`src/hdl/gtg_pkg.sv`:
```
// ----------------------------------------------------------------------------
// Go-to-goal package
// Shared widths, the arctangent table and the stage payload type.
// ----------------------------------------------------------------------------
package gtg_pkg;

	localparam int PosW = 18;
	localparam int HdgW = 15;
	localparam int GainW = 16;
	localparam int LinW = 17;
	localparam int AngW = 15;
	localparam int CordW = 34;
	localparam int ZW = 34;
	localparam int TableLen = 24;
	localparam int CfgIdxW = 3;
	localparam int CfgDataW = 18;

	localparam logic [CfgIdxW-1:0] REG_TARGET_X = 3'd0;
	localparam logic [CfgIdxW-1:0] REG_TARGET_Y = 3'd1;
	localparam logic [CfgIdxW-1:0] REG_GAIN = 3'd2;
	localparam logic [CfgIdxW-1:0] REG_MAX_LINEAR = 3'd3;
	localparam logic [CfgIdxW-1:0] REG_ARRIVE_RADIUS = 3'd4;
	localparam logic [CfgIdxW-1:0] REG_AIM_TOLERANCE = 3'd5;

	localparam logic signed [ZW-1:0] QuarterTurn = 34'sd1073741824;
	localparam logic signed [31:0] GainCompQ30 = 32'sd652032874;
	localparam logic signed [31:0] TwoPiQ28 = 32'sd1686629713;

	typedef struct packed {
		logic signed [CordW-1:0] x;
		logic signed [CordW-1:0] y;
		logic signed [ZW-1:0] z;
		logic signed [HdgW-1:0] hd;
	} cord_t;

	function automatic logic signed [ZW-1:0] atan_turn(input int i);
		logic [31:0] v;
		case (i)
			0: v = 32'h20000000; 1: v = 32'h12E4051E; 2: v = 32'h09FB385B;
			3: v = 32'h051111D4; 4: v = 32'h028B0D43; 5: v = 32'h0145D7E1;
			6: v = 32'h00A2F61E; 7: v = 32'h00517C55; 8: v = 32'h0028BE53;
			9: v = 32'h00145F2F; 10: v = 32'h000A2F98; 11: v = 32'h000517CC;
			12: v = 32'h00028BE6; 13: v = 32'h000145F3; 14: v = 32'h0000A2FA;
			15: v = 32'h0000517D; 16: v = 32'h000028BE; 17: v = 32'h0000145F;
			18: v = 32'h00000A30; 19: v = 32'h00000518; 20: v = 32'h0000028C;
			21: v = 32'h00000146; 22: v = 32'h000000A3; 23: v = 32'h00000051;
			default: v = 32'h0;
		endcase
		return signed'({2'b00, v});
	endfunction

endpackage

```
`src/hdl/gtg_decide.sv`:
```
// ----------------------------------------------------------------------------
// Go-to-goal decision pipeline
// Scales distance and bearing, then picks turn, drive or stop.
// ----------------------------------------------------------------------------
module gtg_decide (
	input logic clk,
	input logic arst_n,
	input logic en,
	input logic vld_in,
	input gtg_pkg::cord_t d_in,
	input logic [15:0] gain,
	input logic [16:0] max_linear,
	input logic [16:0] arrive_radius,
	input logic [14:0] aim_tolerance,
	output logic vld_out,
	output logic [16:0] linear_speed,
	output logic [14:0] angular_speed
);
	import gtg_pkg::*;

	logic vld_s1, vld_s2, vld_s3, vld_s4;
	logic signed [65:0] dprod_s1, zprod_s1;
	logic signed [HdgW-1:0] hd_s1;
	logic signed [23:0] dist_s2;
	logic [14:0] err_s2;
	logic [22:0] dist_s3;
	logic far_s3, turn_s3;
	logic [14:0] err_s3;
	logic [38:0] lin_s4;
	logic far_s4, turn_s4;
	logic [14:0] err_s4;

	logic signed [65:0] dsh, zsh;
	logic signed [23:0] dist_c;
	logic signed [19:0] bear_c, errv;
	logic [19:0] abse;

	always_comb begin
		dsh = (dprod_s1 + (66'sd1 <<< 41)) >>> 42;
		zsh = (zprod_s1 + (66'sd1 <<< 47)) >>> 48;
		dist_c = dsh[23:0];
		if (dist_c < 0) dist_c = '0;
		bear_c = zsh[19:0];
		errv = bear_c - 20'(hd_s1);
		abse = errv[19] ? 20'(-errv) : 20'(errv);
	end

	always_ff @(posedge clk or negedge arst_n) begin
		if (!arst_n) begin
			vld_s1 <= 1'b0;
			vld_s2 <= 1'b0;
			vld_s3 <= 1'b0;
			vld_s4 <= 1'b0;
		end else if (en) begin
			vld_s1 <= vld_in;
			vld_s2 <= vld_s1;
			vld_s3 <= vld_s2;
			vld_s4 <= vld_s3;
		end
	end

	always_ff @(posedge clk) begin
		if (en) begin
			dprod_s1 <= 66'(d_in.x) * 66'(GainCompQ30);
			zprod_s1 <= 66'(d_in.z) * 66'(TwoPiQ28);
			hd_s1 <= d_in.hd;
			dist_s2 <= dist_c;
			err_s2 <= (abse > 20'd32767) ? 15'h7FFF : abse[14:0];
			dist_s3 <= dist_s2[22:0];
			far_s3 <= dist_s2 > 24'(arrive_radius);
			turn_s3 <= err_s2 > aim_tolerance;
			err_s3 <= err_s2;
			lin_s4 <= ({16'd0, dist_s3} * {23'd0, gain}) >> 12;
			far_s4 <= far_s3;
			turn_s4 <= turn_s3;
			err_s4 <= err_s3;
		end
	end

	always_comb begin
		linear_speed = '0;
		angular_speed = '0;
		if (far_s4) begin
			if (turn_s4) begin
				angular_speed = err_s4;
			end else begin
				linear_speed = (lin_s4 > 39'(max_linear)) ? max_linear : lin_s4[16:0];
			end
		end
	end

	assign vld_out = vld_s4;
endmodule

```
`config.mk`:
```
export PLATFORM = sky130hd
export DESIGN_NAME = gtg_decide
export DESIGN_NICKNAME = d
export VERILOG_FILES = /design/src/hdl/gtg_pkg.sv /design/src/hdl/gtg_decide.sv
export SDC_FILE = /design/constraint.sdc
export NUM_CORES = 2
export LEC_CHECK = 0
export BUFFER_PORTS_ARGS = -buffer_cell sky130_fd_sc_hd__buf_2
export CORE_UTILIZATION = 40
export DETAILED_ROUTE_END_ITERATION = 12
export GPL_ROUTABILITY_DRIVEN = 1
export PLACE_DENSITY = 0.55
export SLEW_MARGIN = 20
export SYNTH_ARGS = -nofsm -noshare
export SYNTH_HDL_FRONTEND = slang
export SYNTH_SLANG_ARGS = --single-unit
```
`constraint.sdc`:
```
create_clock -name clk -period 7.5 [get_ports clk]
set_input_delay 1.875 -clock clk [delete_from_list [all_inputs] [get_ports clk]]
set_output_delay 1.875 -clock clk [all_outputs]
set_load 0.01 [all_outputs]
```
==> results.toml <==
[status]
outcome = "finished with violations"
violations = "negative setup slack"

[drt]
antenna_left = 0
top_layer = "met4"
met1_length_um = 71500
viasPerCell = 4.70
wirelength_um = 156000
drt_iter0_drc = 1818
drc_errors = 0
drt-pass1-iter-count = 5
post_drt_wl_per_cell_um = 17.8
vias = 41200
wl_met3_um = 6050
met2_length_um = 77000

[yosys]
synth_top_area_share_pct = 42.9
synthFlopType = "edfxtp_1"
synth_nets = 8233
syn-cell-area_um2 = 58700
synth_cell_types = 93
synth_area_per_cell_um2 = 9.90
synth_cells = 5926
yosys_warnings = 0
synth-edff-count = 181
synth_top_area_cell = "fa_1"
seq_area_frac_synth_pct = 9.43
ys_ff_latch = 185
yosys-top-cells-area = "fa_1, ha_1, inv_1"
synth-async-reset-ratio_pct = 2.16

[setup_path]
cp_slowest_stage_delay_ns = 0.55
critPathKind = "in -> reg"
critical_path.most_common_cell = "fa_1"
r2r_setup_slack_ns = 1.00
cp_max_fo = 4
cp.required_ns = 7.73
path_buf_inv = 10
r2r-end = "lin_s4[17]$_DFFE_PP_"
worstReg2RegStart = "dist_s3[20]$_DFFE_PP_"
critPathCaptureType = "flip-flop"
critPathArrivalTime_ns = 8.34
critPathLaunchType = "input port"
r2r_cells = 22
path_delay_family = "adder cells"
cp_slowest_cell = "fa_1"

[global_routing]
grt_max_degree = 117
grt_use_total_pct = 21.7
grt_overflow_total = 0
antenna_found_initial = 5
grt_pass1_wl_um = 248000
grt_pass1_vias = 45000

[floorplanning]
rows = 140
ios = 219
start_util_pct = 40.3
die_width_um = 385
core_um2 = 146000
fp.dieH_um = 385
die_area_um2 = 148000

[sta]
setup_viol = 43
fin_worst_skew_ns = 0.0185
layout_worst_path_cycle_share_pct = 108
fmax_mhz = 123
drv_slew = 0
post-route-min-period_ns = 8.11
setup_ws_ns = -0.610
rsz0062_at_grt = "yes"
worst_slew_pin_slew_ns = 1.04
finalHoldViolCount = 0
slew_headroom_pct = 30.6
hold_ws_ns = 0.407

[hold_path]
worstHoldEndpoint = "err_s4[0]$_DFFE_PP_"
whs_path_depth = 0
hp-start = "err_s3[0]$_DFFE_PP_"
hp-class = "reg -> reg"

[placed_design]
io_buffers = 184
dp_hpwl_um = 140000
dp.cells = 8681
gp_congestion = 0.918

[clock_tree]
clk_pin_slew_worst_paths_ns = 0.08
h-tree-depth = 4
cts.sinks = 185
cts.path.max_buffers = 2
numCtsBuffers = 17
cts_tree = "yes"
cts_root_buf = "clkbuf_16"
clk_latency_ns = 0.49

[finish]
nFillCells = 13600
nets = 9147
seq_area_um2 = 5540
multiInputGateArea_um2 = 47900
final_core_util_pct = 49.2
syn_to_final_growth_pct = 22.1
drive_gt1_share_pct = 22.6
stdcell_count = 8771

[run]
maxCapViolCount = 0
[per-layer routing]
metal  global-route usage [%]  vias up
li1                         -    19600
met1                     30.2    20900
met2                     37.4      661
met3                     2.39      103
met4                     2.51        0
met5                        0        -
[through the flow]
| stage | setup WS, ns | area, µm² | TNS, ns |
|---|---|---|---|
| after CTS | -0.627 | 70300 | -17.37 |
| after detailed placement | -1.44 | 68100 | -53.39 |
| final | -0.610 | 71700 | -16.08 |
| after global routing | -0.876 | 71700 | -25.03 |
| after floorplan | -0.549 | 59500 | -9.11 |
| after global placement | -1.44 | 68100 | -52.14 |
[cell usage in the layout (no fill, tap or decap), types with 32 or more instances in the layout]
master    Yosys  final
xnor2_1     139    135
edfxtp_1    181    181
nand4_1      32     32
ha_4          0    116
and3_1       41     38
buf_2         2    134
ha_1        862    732
nand3_1      72     66
buf_4         2    731
buf_6         6     80
inv_1      1998   1854
inv_2         0    126
xor2_1       67     63
fa_2          0     86
fa_1       1259   1173
nand2_1     334    328
and2_1      140    139
nor2_1       97     94
o21ai_0      90     67
a21o_1       72     71
a21oi_1     122     88
[cell type report]
class	instances	share of cell area, %
inverter	1998	10.6
multi-input combinational	3655	66.8
antenna	1	0.00349
clock inverter	15	0.236
sequential	185	7.72
timing repair buffer	983	10.7
tap	1917	3.35
clock buffer	17	0.594
[repair_timing]
action / CTS / global route
buffers inserted: 35 / 33
hold buffers: 0 / 0
endpoints found under the hold margin: 0 / 0
resized for setup: 321 / 301
setup endpoints to repair: 43 / 53
gates cloned: 0 / 0
pin swaps: 208 / 218
[worst max-delay path by stage]
stage | start | end | slack (ns) | cells after the start
after floorplan | d_in[48] | zprod_s1[57]$_DFFE_PP_ | -0.55 | 26
after global placement | d_in[27] | zprod_s1[57]$_DFFE_PP_ | -1.44 | 28
after detailed placement | d_in[27] | zprod_s1[57]$_DFFE_PP_ | -1.44 | 28
after CTS | d_in[32] | zprod_s1[65]$_DFFE_PP_ | -0.63 | 25
after global routing | d_in[41] | zprod_s1[65]$_DFFE_PP_ | -0.88 | 28
final | d_in[33] | zprod_s1[65]$_DFFE_PP_ | -0.61 | 28
[cells by family (layout without fill, tap and decap cells)]
group | count (synthesis) | after routing | share of synthesized area [%]
AOI/OAI and AO/OA | 460 | 460 | 5.20
buffers and inverters | 2086 | 3013 | 13.4
other | 1 | 2 | 0.00639
muxes | 12 | 12 | 0.215
adders and majority gates | 2121 | 2121 | 61.3
and+or+nand+nor | 855 | 855 | 7.31
DFF | 185 | 185 | 9.43
xor gates and xnor gates | 206 | 206 | 3.07
[cells in the mapped netlist (74+ instances only)]
| library cell | number |
|---|---|
| nand2_1 | 334 |
| clkbuf_1 | 74 |
| ha_1 | 862 |
| o21ai_0 | 90 |
| and2_1 | 140 |
| inv_1 | 1998 |
| edfxtp_1 | 181 |
| a21oi_1 | 122 |
| xnor2_1 | 139 |
| nor2_1 | 97 |
| fa_1 | 1259 |
[registers in the layout, indices dropped and copies added (netlist names), 15 cells and up]
signal    count
dprod_s1     24
err_s2       15
err_s3       15
hd_s1        15
dist_s2      24
zprod_s1     19
err_s4       15
dist_s3      23
lin_s4       27
Power is not shown: default switching activity piles up to over one toggle a cycle in this logic, so the estimate is an artifact.
